**config.mk**
```make
export PLATFORM = sky130hd
export DESIGN_NAME = subnet_bitmap_allocator
export DESIGN_NICKNAME = d
export VERILOG_FILES = /design/src/rtl/sba_pkg.sv /design/src/rtl/subnet_bitmap_allocator.sv /design/src/rtl/sba_first_zero.sv
export SDC_FILE = /design/constraint.sdc
export NUM_CORES = 1
export LEC_CHECK = 0
export BUFFER_PORTS_ARGS = -buffer_cell sky130_fd_sc_hd__buf_2
export CORE_MARGIN = 5
export CORE_UTILIZATION = 40
export CTS_BUF_LIST = sky130_fd_sc_hd__clkbuf_16
export DETAILED_ROUTE_END_ITERATION = 6
export PLACE_DENSITY = 0.64
export REMOVE_ABC_BUFFERS = 1
export SLEW_MARGIN = 10
export SYNTH_ARGS = -nofsm -noshare
export SYNTH_HDL_FRONTEND = slang
export SYNTH_SLANG_ARGS = --single-unit
```
**constraint.sdc**
```tcl
create_clock -name i_clk -period 9 [get_ports i_clk]
set_input_delay 2.7 -clock i_clk [delete_from_list [all_inputs] [get_ports i_clk]]
set_output_delay 2.7 -clock i_clk [all_outputs]
set_load 0.03 [all_outputs]
```
**src/rtl/sba_pkg.sv**
```systemverilog
`timescale 1ns / 1ps
`default_nettype none

package sba_pkg;

    localparam int NUM_SLOTS_DEF = 64;

    // Width of the result and input fields.
    localparam int CMD_W    = 3;
    localparam int ID_IN_W  = 8;
    localparam int STATUS_W = 3;
    localparam int SLOT_W   = 6;
    localparam int OCTET_W  = 8;

    // The bitmap is scanned one digit of DIGIT_W bits per cycle.
    localparam int DIGIT_BITS = 4;
    localparam int DIGIT_W    = 1 << DIGIT_BITS;

    typedef enum logic [CMD_W-1:0] {
        CMD_ALLOC      = 3'd0,
        CMD_RELEASE    = 3'd1,
        CMD_LOAD_BEGIN = 3'd2,
        CMD_LOAD_ID    = 3'd3,
        CMD_LOAD_END   = 3'd4,
        CMD_SELECT     = 3'd5
    } t_cmd;

    typedef enum logic [STATUS_W-1:0] {
        ST_OK        = 3'd0,
        ST_NONE_FREE = 3'd1,
        ST_RANGE     = 3'd2,
        ST_NOT_ALLOC = 3'd3,
        ST_DUP       = 3'd4
    } t_status;

    typedef enum logic {
        S_IDLE,
        S_SCAN
    } t_state;

endpackage

`default_nettype wire

```
**src/rtl/subnet_bitmap_allocator.sv**
```systemverilog
`timescale 1ns / 1ps
`default_nettype none

// Subnet bitmap allocator: keeps one used bit for each of NUM_SLOTS /30 subnet slots
// (four addresses each, netmask 255.255.255.252), with slot 0 reserved after reset and
// after every end load. Each input word carries a command and a slot id and yields
// exactly one result word. Release, begin load, load id, end load and select are
// resolved in the cycle the word is accepted, and their result is offered on the next
// cycle. Allocate scans the bitmap for the lowest free slot one 16-bit digit per
// cycle, from digit 0 upward, and registers the first free slot it finds, or a
// none-free status after the last digit. The block works on one word at a time: a
// new input word is taken while no scan runs and the output register is empty or
// being emptied in the same cycle. A held result thus never blocks the next word
// once the consumer takes it.

module subnet_bitmap_allocator #(
    parameter int NUM_SLOTS = sba_pkg::NUM_SLOTS_DEF
) (
    input  wire logic                           i_clk,
    input  wire logic                           i_rst_n,

    input  wire logic                           i_in_valid,
    output logic                                o_in_ready,
    input  wire logic [sba_pkg::CMD_W-1:0]      i_command,
    input  wire logic [sba_pkg::ID_IN_W-1:0]    i_req_slot,

    output logic                                o_out_valid,
    input  wire logic                           i_out_ready,
    output logic [sba_pkg::STATUS_W-1:0]        o_status,
    output logic [sba_pkg::SLOT_W-1:0]          o_slot_id,
    output logic [sba_pkg::OCTET_W-1:0]         o_gateway_octet,
    output logic [sba_pkg::OCTET_W-1:0]         o_host_octet,
    output logic                                o_slot_used
);
    import sba_pkg::*;

    localparam int ID_W       = $clog2(NUM_SLOTS);
    localparam int NUM_DIGITS = (NUM_SLOTS + DIGIT_W - 1) / DIGIT_W;
    localparam int DIG_IDX_W  = (NUM_DIGITS > 1) ? $clog2(NUM_DIGITS) : 1;
    localparam int SCAN_W     = NUM_DIGITS * DIGIT_W;

    // Control state.
    t_state                 r_state, n_state;
    logic [NUM_SLOTS-1:0]   r_map, n_map;
    logic [DIG_IDX_W-1:0]   r_dig, n_dig;
    logic                   r_out_valid, n_out_valid;

    // Result register.
    t_status                r_status, n_status;
    logic [SLOT_W-1:0]      r_slot, n_slot;
    logic                   r_octets, n_octets;
    logic                   r_used, n_used;

    logic                   w_accept;
    logic                   w_in_range;
    logic [ID_W-1:0]        w_idx;
    logic                   w_bit;
    logic [SCAN_W-1:0]      w_scan;
    logic                   w_found;
    logic [DIGIT_BITS-1:0]  w_pos;
    logic [SLOT_W-1:0]      w_found_slot;
    t_cmd                   w_cmd;

    assign w_cmd      = t_cmd'(i_command);
    assign w_accept   = i_in_valid && o_in_ready;
    assign w_in_range = {1'b0, i_req_slot} < (ID_IN_W + 1)'(NUM_SLOTS);
    assign w_idx      = i_req_slot[ID_W-1:0];
    assign w_bit      = w_in_range && r_map[w_idx];

    // The scan sees slots past the end of the map as used, so they are never picked.
    always_comb begin
        w_scan                = '1;
        w_scan[NUM_SLOTS-1:0] = r_map;
    end

    sba_first_zero u_first_zero (
        .i_digit (w_scan[r_dig*DIGIT_W +: DIGIT_W]),
        .o_found (w_found),
        .o_pos   (w_pos)
    );

    assign w_found_slot = SLOT_W'({r_dig, w_pos});

    always_ff @(posedge i_clk) begin
        if (!i_rst_n) begin
            r_state <= S_IDLE;
        end else begin
            r_state <= n_state;
        end
    end

    always_comb begin
        n_state     = r_state;
        n_map       = r_map;
        n_dig       = r_dig;
        n_out_valid = r_out_valid && !i_out_ready;
        n_status    = r_status;
        n_slot      = r_slot;
        n_octets    = r_octets;
        n_used      = r_used;
        o_in_ready  = (r_state == S_IDLE) && (!r_out_valid || i_out_ready);

        unique case (r_state)
            S_IDLE: begin
                if (w_accept) begin
                    n_out_valid = 1'b1;
                    n_status    = ST_OK;
                    n_slot      = '0;
                    n_octets    = 1'b0;
                    n_used      = 1'b0;
                    case (w_cmd)
                        CMD_ALLOC: begin
                            // Result comes from the scan.
                            n_out_valid = 1'b0;
                            n_dig       = '0;
                            n_state     = S_SCAN;
                        end
                        CMD_RELEASE: begin
                            if (!w_in_range) begin
                                n_status = ST_RANGE;
                            end else begin
                                n_map[w_idx] = 1'b0;
                                n_slot       = i_req_slot[SLOT_W-1:0];
                            end
                        end
                        CMD_LOAD_BEGIN: begin
                            n_map = '0;
                        end
                        CMD_LOAD_ID: begin
                            if (!w_in_range) begin
                                n_map    = '0;
                                n_status = ST_RANGE;
                            end else begin
                                n_map[w_idx] = 1'b1;
                                n_status     = w_bit ? ST_DUP : ST_OK;
                                n_slot       = i_req_slot[SLOT_W-1:0];
                                n_used       = 1'b1;
                            end
                        end
                        CMD_LOAD_END: begin
                            n_map[0] = 1'b1;
                            n_used   = 1'b1;
                        end
                        CMD_SELECT: begin
                            if (!w_in_range) begin
                                n_status = ST_RANGE;
                            end else if (!w_bit) begin
                                n_status = ST_NOT_ALLOC;
                                n_slot   = i_req_slot[SLOT_W-1:0];
                            end else begin
                                n_slot   = i_req_slot[SLOT_W-1:0];
                                n_octets = 1'b1;
                                n_used   = 1'b1;
                            end
                        end
                        default: begin
                            // Unused commands leave the map alone and report zeros.
                        end
                    endcase
                end
            end
            S_SCAN: begin
                // The output register is empty here: it was empty or being emptied when the word came in.
                if (w_found) begin
                    n_map[w_found_slot[ID_W-1:0]] = 1'b1;
                    n_status    = ST_OK;
                    n_slot      = w_found_slot;
                    n_octets    = 1'b1;
                    n_used      = 1'b1;
                    n_out_valid = 1'b1;
                    n_state     = S_IDLE;
                end else if (r_dig == DIG_IDX_W'(NUM_DIGITS - 1)) begin
                    n_status    = ST_NONE_FREE;
                    n_slot      = '0;
                    n_octets    = 1'b0;
                    n_used      = 1'b0;
                    n_out_valid = 1'b1;
                    n_state     = S_IDLE;
                end else begin
                    n_dig = r_dig + 1'b1;
                end
            end
            default: begin
                n_state = S_IDLE;
            end
        endcase
    end

    always_ff @(posedge i_clk) begin
        if (!i_rst_n) begin
            r_map       <= NUM_SLOTS'(1);
            r_dig       <= '0;
            r_out_valid <= 1'b0;
        end else begin
            r_map       <= n_map;
            r_dig       <= n_dig;
            r_out_valid <= n_out_valid;
        end
    end

    always_ff @(posedge i_clk) begin
        r_status <= n_status;
        r_slot   <= n_slot;
        r_octets <= n_octets;
        r_used   <= n_used;
    end

    // The octets are the slot id times four plus one or two, and zero otherwise.
    assign o_out_valid     = r_out_valid;
    assign o_status        = r_status;
    assign o_slot_id       = r_slot;
    assign o_gateway_octet = r_octets ? {r_slot, 2'b01} : '0;
    assign o_host_octet    = r_octets ? {r_slot, 2'b10} : '0;
    assign o_slot_used     = r_used;

    // While the scan runs the output register stays empty and no word is taken.
    a_scan_blocks : assert property (@(posedge i_clk) disable iff (!i_rst_n)
        (r_state == S_SCAN) |-> (!r_out_valid && !o_in_ready))
        else $error("scan overlaps a pending result or an accepted word");

    // An accepted allocate always starts a scan.
    a_alloc_scans : assert property (@(posedge i_clk) disable iff (!i_rst_n)
        (w_accept && (w_cmd == CMD_ALLOC)) |=> (r_state == S_SCAN))
        else $error("allocate did not start a scan");

    // Octets are only reported for a used slot and match the slot id.
    a_octets : assert property (@(posedge i_clk) disable iff (!i_rst_n)
        (o_out_valid && (o_gateway_octet != '0)) |->
            (o_slot_used && (o_gateway_octet[OCTET_W-1:2] == o_slot_id)
             && (o_status == ST_OK)))
        else $error("octets reported for an unused or mismatched slot");

    // A slot handed out by a successful allocate is marked used.
    a_alloc_marks : assert property (@(posedge i_clk) disable iff (!i_rst_n)
        ((r_state == S_SCAN) && w_found) |=> r_map[r_slot[ID_W-1:0]])
        else $error("allocated slot not marked in the map");

endmodule

`default_nettype wire

```
**src/rtl/sba_first_zero.sv**
```systemverilog
`timescale 1ns / 1ps
`default_nettype none

module sba_first_zero (
    input  wire logic [sba_pkg::DIGIT_W-1:0]    i_digit,
    output logic                                o_found,
    output logic [sba_pkg::DIGIT_BITS-1:0]      o_pos
);
    import sba_pkg::*;

    // Priority encoder for the lowest clear bit of one digit.
    always_comb begin
        o_found = 1'b0;
        o_pos   = '0;
        for (int i = DIGIT_W - 1; i >= 0; i--) begin
            if (!i_digit[i]) begin
                o_found = 1'b1;
                o_pos   = DIGIT_BITS'(i);
            end
        end
    end

endmodule

`default_nettype wire
```
**After elaboration in Yosys (flattened, before gate mapping)**

Index checks and enable logic that the tools add are counted.

- Bits in registers: 79
- Input port bits: 15
- Output and inout port bits: 28

- $add $sub $neg: 1
- $lt $le $gt $ge: 5
- Equality and inequality tests: 15
- Shifts and indexed selects: 1
- Mux-type cells: 89
- Bitwise logic cells: 5
- Reductions and logical operators: 15

Operators with widths:

| operator | number |
|---|---|
| 2-to-1 mux 64 bit | 4 |
| case mux 63 bit (3 select lines) | 1 |
| OR 64 bit | 2 |
| case mux 64 bit (2 select lines) | 1 |
| AND 64 bit | 1 |
| 2-to-1 mux 4 bit | 16 |
| NOT 64 bit | 1 |
| variable part select 64 x 7 -> 16 bit | 1 |
| 2-to-1 mux 1 bit | 35 |
| 2-to-1 mux 6 bit | 5 |
| 2-to-1 mux 8 bit | 2 |
| 2-to-1 mux 3 bit | 5 |
| < comparator 6 x 7 -> 1 bit, second input constant | 2 |
| 2-to-1 mux 2 bit | 7 |
| demux 1 bit (select 6 bit) | 2 |
| >= comparator 6 x 1 -> 1 bit, second input constant | 2 |
| case mux 6 bit (2 select lines) | 1 |
| AND reduction 4 bit | 3 |
| case mux 3 bit (3 select lines) | 1 |
| < comparator 8 x 7 -> 1 bit, second input constant | 1 |
| case mux 1 bit (2 select lines) | 4 |
| binary-select mux 1 bit (select 6 bit) | 1 |
| == test 3 x 2 -> 1 bit, second input constant | 2 |
| == test 3 bit, second input constant | 2 |
| 20 further kinds | 29 |

**Depth between registers and ports, before layout**

Gate-level depths: netlist of run 1.

- Word-level depth: 24
- Mapped depth: 11

**By module**

Synthesis of run 1 repeated with hierarchy kept, for this count alone.

- Cells, all modules: 780
- Area, all modules: 6273.5 sq um

By module, submodules not included:

| module | times used | cells each | area an instance (sq um) | sequential area each (sq um) |
|---|---|---|---|---|
| subnet_bitmap_allocator | 1 | 746 | 6107.1 | 1691.6 |
| sba_first_zero | 1 | 34 | 166.4 | 0.0 |

**Least setup slack after synthesis of run 1**

No wires, ideal clock.

- Kind: input-to-output
- Start point: input port i_out_ready
- End point: output port o_in_ready
- Arrival: 3.330 ns
- Data required time: 6.300 ns
- Path slack: 2.970 ns
- Cell stages on the path: 2
- Cells stage by stage: nand2b_1 > nor2b_1

- Word-level cells in the longest chain between the ends: 2

RTL lines:

| item | line | RTL |
|---|---|---|
| start, declared | subnet_bitmap_allocator.sv:28 | `input wire logic i_out_ready,` |
| logical OR 1 bit | subnet_bitmap_allocator.sv:101 | `o_in_ready = (r_state == S_IDLE) && (!r_out_valid \|\| i_out_ready);` |
| logical AND 1 bit | subnet_bitmap_allocator.sv:101 |  |
| end, declared | subnet_bitmap_allocator.sv:23 | `output logic o_in_ready,` |

No other way between the ends.

**Worst setup path in the final report of run 1**

Same ends and word-level chain as after synthesis.

==> results of run 1 <==
final cells by class:
class,instances,area (um^2),area share
clock buffer,9,225,0.0311
timing repair buffer,52,290,0.0401
inverter,10,37.5,0.00519
clock inverter,7,87.6,0.0121
sequential,79,1690,0.234
tap,220,275,0.0380
multi-input combinational,756,4630,0.640
layout by cell type (no fill, tap or decap), types with 4 or more instances in the layout:
cell type | netlist | final
nand3_1 | 64 | 64
a21oi_1 | 98 | 98
o22ai_1 | 22 | 22
edfxtp_1 | 11 | 11
o31ai_1 | 4 | 4
nand3b_1 | 6 | 6
nor2_1 | 80 | 79
dfxtp_1 | 68 | 68
ha_1 | 4 | 4
mux2_2 | 4 | 4
a211oi_1 | 16 | 16
and2_1 | 10 | 10
buf_4 | 14 | 12
clkbuf_16 | 0 | 9
and3_1 | 8 | 8
nor3b_1 | 6 | 5
nor2b_1 | 7 | 6
o21ai_0 | 149 | 149
inv_1 | 9 | 9
a22oi_1 | 4 | 4
a221oi_1 | 4 | 4
nand2_1 | 114 | 114
nor3_1 | 31 | 31
mux2i_1 | 28 | 28
nand2b_1 | 4 | 4
nor3b_2 | 3 | 4
mux4_2 | 22 | 22
o21ai_1 | 8 | 8
buf_2 | 7 | 40
logic make-up (layout without fill, tap and decap cells):
family	count (synthesis)	in the layout	synth area share
multiplexers	54	54	0.122
buffers and inverters	96	78	0.0671
AND/OR/NAND/NOR	353	353	0.250
other	1	2	0.000555
flip-flops	79	79	0.251
AO/OA/AOI/OAI	343	343	0.303
adder cells (fa/ha/maj)	4	4	0.00741
per-layer routing:
layer	up-vias	global-route usage	wire length [um]
met5	-	0	0
met4	0	0.118	1180
li1	3366	-	-
met3	87	0.0457	3130
met2	539	0.354	10300
met1	3396	0.350	10200
worst register-to-register path: stages (launching register included):
cell and delay (ps):
dfxtp_1 940, mux4_2 460, nor2b_1 150, o221a_2 270, o21a_2 290, a21oi_2 870
o21ai_0 170
flip-flops by register name, indices dropped and copies added (netlist names):
signal,cells
r_dig,2
r_map,64
o_status,3
o_out_valid,1
o_slot_used,1
r_state,1
o_slot_id,6
r_octets,1
path summary, 6_finish.rpt:
path / from / endpoint / slack [ps] / depth (start not counted)
worst max register to register: r_dig[1] / o_slot_id[0] / 5550 / 6
worst max-delay path: i_out_ready / o_in_ready / 2960 / 4
worst min-delay path: r_map[22] / r_map[22] / 500 / 2
worst min register to register: r_map[22] / r_map[22] / 500 / 2
power by group:
| part | switching, mW | internal [mW] |
|---|---|---|
| Sequential | 0.00291 | 0.362 |
| Combinational | 0.115 | 0.0371 |
| Clock | 0.163 | 0.241 |
stage by stage:
stage | hold WS [ps] | cell area, um^2 | cells
after detailed placement | 491 | 6930 | 1117
after CTS | 499 | 7240 | 1133
after floorplan | 443 | 6340 | 845
after global placement | 487 | 6930 | 1117
after global routing | 523 | 7240 | 1133
final | 502 | 7240 | 1133
==> results.md, run 1 <==
* Gr usage total at 0.244
* Pre-CTS WS at between 2000 and 3000 ps
* TNS Setup at 0 ps
* Core ar. at 0.0166 mm^2
* First-pass GRT wire length at 38000 um
* Reg clk slew, reported paths at roughly 60 ps
* Clock Path Buffers at 2
* Vias in the first global route at about 6400
* Antenna Diode Count at 0
* Yosys warns at 0
* Clock latency on the worst-skew pair at around 370 ps
* Cell accounting for the most synthesized area: dfxtp_1
* DRT iter0 DRCs at 1087
* Slew HR at 0.204
* Fill cells at 1714
* Cts repair resizes at 0
* Final total power at 0.921 mW
* Detailed Place HPWL at between 15000 and 20000 um
* Synthesized area per cell at 7.26 um^2
* Total Wirelength at between 20000 and 25000 um
* Crit path largest cell delay at 200 ps
* WS Path Type: in2out
* Final Setup Violations at 0
* Buf/Inv on CP at 2
* Status: finished with violations
* Mapped Area at between 0.006 and 0.007 mm^2
* Async set or reset register ratio after synthesis at 0
* Synth Flop Type: dfxtp_1
* Crit path time final at between 6000 and 7000 ps
* CTS Buf Count at 9
* P&R area growth vs syn at 7.21%
* RSZ-0062 raised after global routing: no
* I/O Pins at 43
* Sink Count at 79
* Final hold violations at 0
* Share of cells above drive strength 1 at 0.136
* Routed Antenna Nets at 0
* Crit-path cells: buf_2 -> nand2b_1 -> nor2b_1 -> buf_2
* Worst path most repeated cell: buf_2
* Die width at roughly 140 um
* Synth cell count leaders: 149 x o21ai_0, 114 x nand2_1, 98 x a21oi_1
* Height of the die at around 140 um
* Worst Tran Pin Value at 1190 ps
* Root buf cell: clkbuf_16
* Critical path arrival at approximately 3300 ps
* Critical Path Source Type: primary input
* Count leader, synth: o21ai_0
* EDFF count, synth at 11
* Nets at approximately 900
* Largest net degree at the start of global routing at 64
* CP top delay family: simple AND/OR/NAND/NOR gates
* Worst EP required at 6300 ps
* Routed WL per cell at 21.9 um
* GR Overflow Total at 0
* Setup crit end kind: output pin
* Die area at between 0.015 and 0.02 mm^2
* Sequential area share after synthesis at 0.251
* FF+latch count, synth at between 70 and 80
* # Max-Cap Violations at 0
* Count of input and output buffers at 40
* Clk_skew at ~21 ps
* # rows at 47
* Post-synth cell types at 77
* Hold Path Class: reg2reg
* Total number of vias at between 7000 and 8000
* Leakage power total at roughly 2.2 nW
* Top cells by area, synth: dfxtp_1 20%, o21ai_0 11%, mux4_2 7.3%, a21oi_1 7.3%, nand2_1 6.3%
* Peak supply drop at ~95 uV
* Placer's final routability congestion estimate at between 0.9 and 1
* F_max at 166 MHz
* Tcrit/Tclk final at 0.671
* Initial Util at 0.407
* Final Core Density at 0.436
* Syn Inst Count at 930
* Initial antenna violation count at 0
* Post-synth top area share at 0.202
* Final setup margin at a little under 3000 ps
* Power per Cell Area at about 130 mW/mm^2
* CP max-delay cell: buf_2
* Failing checks: DRC
* Post-CTS Setup Bufs at 0
* TritonRoute pass-1 iters at 7
* Hold_buf cts at 0
* CP Max Fanout at 5
* H-tree level count at 3
* Final slew viol count at 0
* Vias per inst at 6.52
* CTS tree: done
* Detailed-route DRC error count at 7
Note: power is estimated with default switching activity, not from simulation.
==> run 2: changes to the inputs <==
==> constraint.sdc (replaced) <==
create_clock -name i_clk -period 5.7 [get_ports i_clk]
set_input_delay 1.71 -clock i_clk [delete_from_list [all_inputs] [get_ports i_clk]]
set_output_delay 1.71 -clock i_clk [all_outputs]
set_load 0.03 [all_outputs]
==> results.md, run 2 (synthesis results as in run 1) <==
* Most frequent cells in the layout: 149 x o21ai_0, 114 x nand2_1, 98 x a21oi_1
* RSZ-0062 raised after global routing: no
* First-pass GRT wire length at 39500 um (+4.0%)
* Total number of vias at 7544 (+2.1%)
* Peak supply drop at 142 uV (+49%)
* I/O Pins at 43 (unchanged)
* Pre-CTS WS at 1270 ps (-1690 ps)
* Final slew viol count at 0 (unchanged)
* Inst Count DP at 1126 (+0.81%)
* TNS Setup at 0 ps (unchanged)
* Root buf cell: clkbuf_16
* Final hold violations at 0 (unchanged)
* Detailed-route DRC error count at 0 (-7)
* Routed WL per cell at 22.4 um (+2.5%)
* Buf/Inv on CP at 1 (-1)
* Detailed Place HPWL at 17100 um (+4.9%)
* Initial antenna violation count at 0 (unchanged)
* Initial Util at 0.407 (unchanged)
* Tcrit/Tclk final at 0.722
* Setup crit end kind: flop
* Crit-path cells: buf_2 -> mux4_2 -> a221oi_1 -> o21ai_0 -> a311o_1 -> a211oi_2 -> o2111ai_1 -> and3_1
* Final Core Density at 0.440 (+0.00377)
* Most flops, register: r_map
* Power per Cell Area at 199 mW/mm^2 (+57%)
* Clock latency on the worst-skew pair at 360 ps (about the same)
* Hold Path Class: reg2reg
* CP max-delay cell: buf_2
* Final total power at 1.45 mW (+58%)
* Post-CTS Setup Bufs at 0 (unchanged)
* Leakage power total at 2.29 nW (+2.6%)
* Worst reg2reg setup slack at 1920 ps (-3630 ps)
* Max FFs per register at 64 (unchanged)
* Worst EP required at 5800 ps (-500 ps)
* DRT iter0 DRCs at 1231 (+13%)
* GR Overflow Total at 0 (unchanged)
* Crit path largest cell delay at 520 ps (+320 ps)
* Die area at 0.0196 mm^2 (unchanged)
* Hold_buf cts at 0 (unchanged)
* Nets at 936 (+0.97%)
* Critical path arrival at 4220 ps (+880 ps)
* F_max at between 200 and 250 MHz
* Clk_skew at 13.2 ps (-7.57 ps)
* Height of the die at 140 um (unchanged)
* Reg clk slew, reported paths at 60 ps (about the same)
* WHS at 509 ps (+7.38 ps)
* Gr usage total at 0.253 (+0.00859)
* Final instance area at 0.00730 mm^2 (+0.86%)
* CP Max Fanout at 35 (+30)
* Routed Antenna Nets at 0 (unchanged)
* Critical Path Source Type: primary input
* Final setup margin at 1580 ps (-1380 ps)
* Placer's final routability congestion estimate at 0.924 (-2.8%)
* Vias in the first global route at 6816 (+6.5%)
* Status: finished, final reports clean
* # rows at 47 (unchanged)
* Most common cell after layout, fill and taps aside: o21ai_0
* Cts repair resizes at 0 (unchanged)
* Cell Area, Placed at 0.00700 mm^2 (+1.0%)
* Slew HR at 0.204 (-0.000429)
* WS Path Type: in2reg
* Worst Tran Pin Value at 1190 ps (+0.643 ps)
* Non-Filler Instances at 1142 (+0.79%)
* Core ar. at 0.0166 mm^2 (unchanged)
* Largest net degree at the start of global routing at 57 (-11%)
* Crit path time final at between 4000 and 5000 ps
* CTS Buf Count at 9 (unchanged)
* CP top delay family: compound AO/OA/AOI/OAI gates
* Share of cells above drive strength 1 at 0.141 (+0.00518)
* Sink Count at 79 (unchanged)
* Clock Path Buffers at 2 (unchanged)
* Final Setup Violations at 0 (unchanged)
* CTS tree: done
* Die width at 140 um (unchanged)
* H-tree level count at 3 (unchanged)
* # Max-Cap Violations at 0 (unchanged)
* Count of input and output buffers at 40 (unchanged)
* Antenna Diode Count at 0 (unchanged)
* TritonRoute pass-1 iters at 6 (-1)
* Total Wirelength at 25600 um (+3.3%)
* Vias per inst at 6.61 (+1.3%)
* P&R area growth vs syn at 8.14%
run 2: per-layer routing:
metal / track usage / wire (um)
met1: 0.345 / 10100
met2: 0.372 / 10700
met3: 0.0583 / 3500
met4: 0.134 / 1300
met5: 0 / 0
run 2: worst paths after layout:
| kind | from | end | depth (start not counted) |
|---|---|---|---|
| hold / removal | r_map[22] | r_map[22] | 2 |
| setup reg to reg | r_dig[0] | r_map[26] | 7 |
| setup / recovery | i_req_slot[2] | o_slot_used | 8 |
| hold reg to reg | r_map[22] | r_map[22] | 2 |
run 2: area by class of cell:
cell class,instances,area (um^2)
fill,1713,9280
timing repair buffer,61,370
clock buffer,9,225
clock inverter,7,80.1
inverter,10,37.5
sequential,79,1690
tap,220,275
multi-input combinational,756,4620
run 2: where the power goes:
part           internal [mW]  switching (mW)  leakage (nW)
clock                  0.377           0.252         0.157
sequential             0.572         0.00486         0.662
combinational         0.0635           0.184          1.47
total                   1.01           0.441          2.29
run 2: worst reg2reg max path: stages, from the launching register on:
cell     delay, ps
dfxtp_1       1060
mux4_2         650
nor2b_1        160
o221a_2        280
o21a_2         290
a21oi_2        870
nand3_1        200
a21oi_1        200
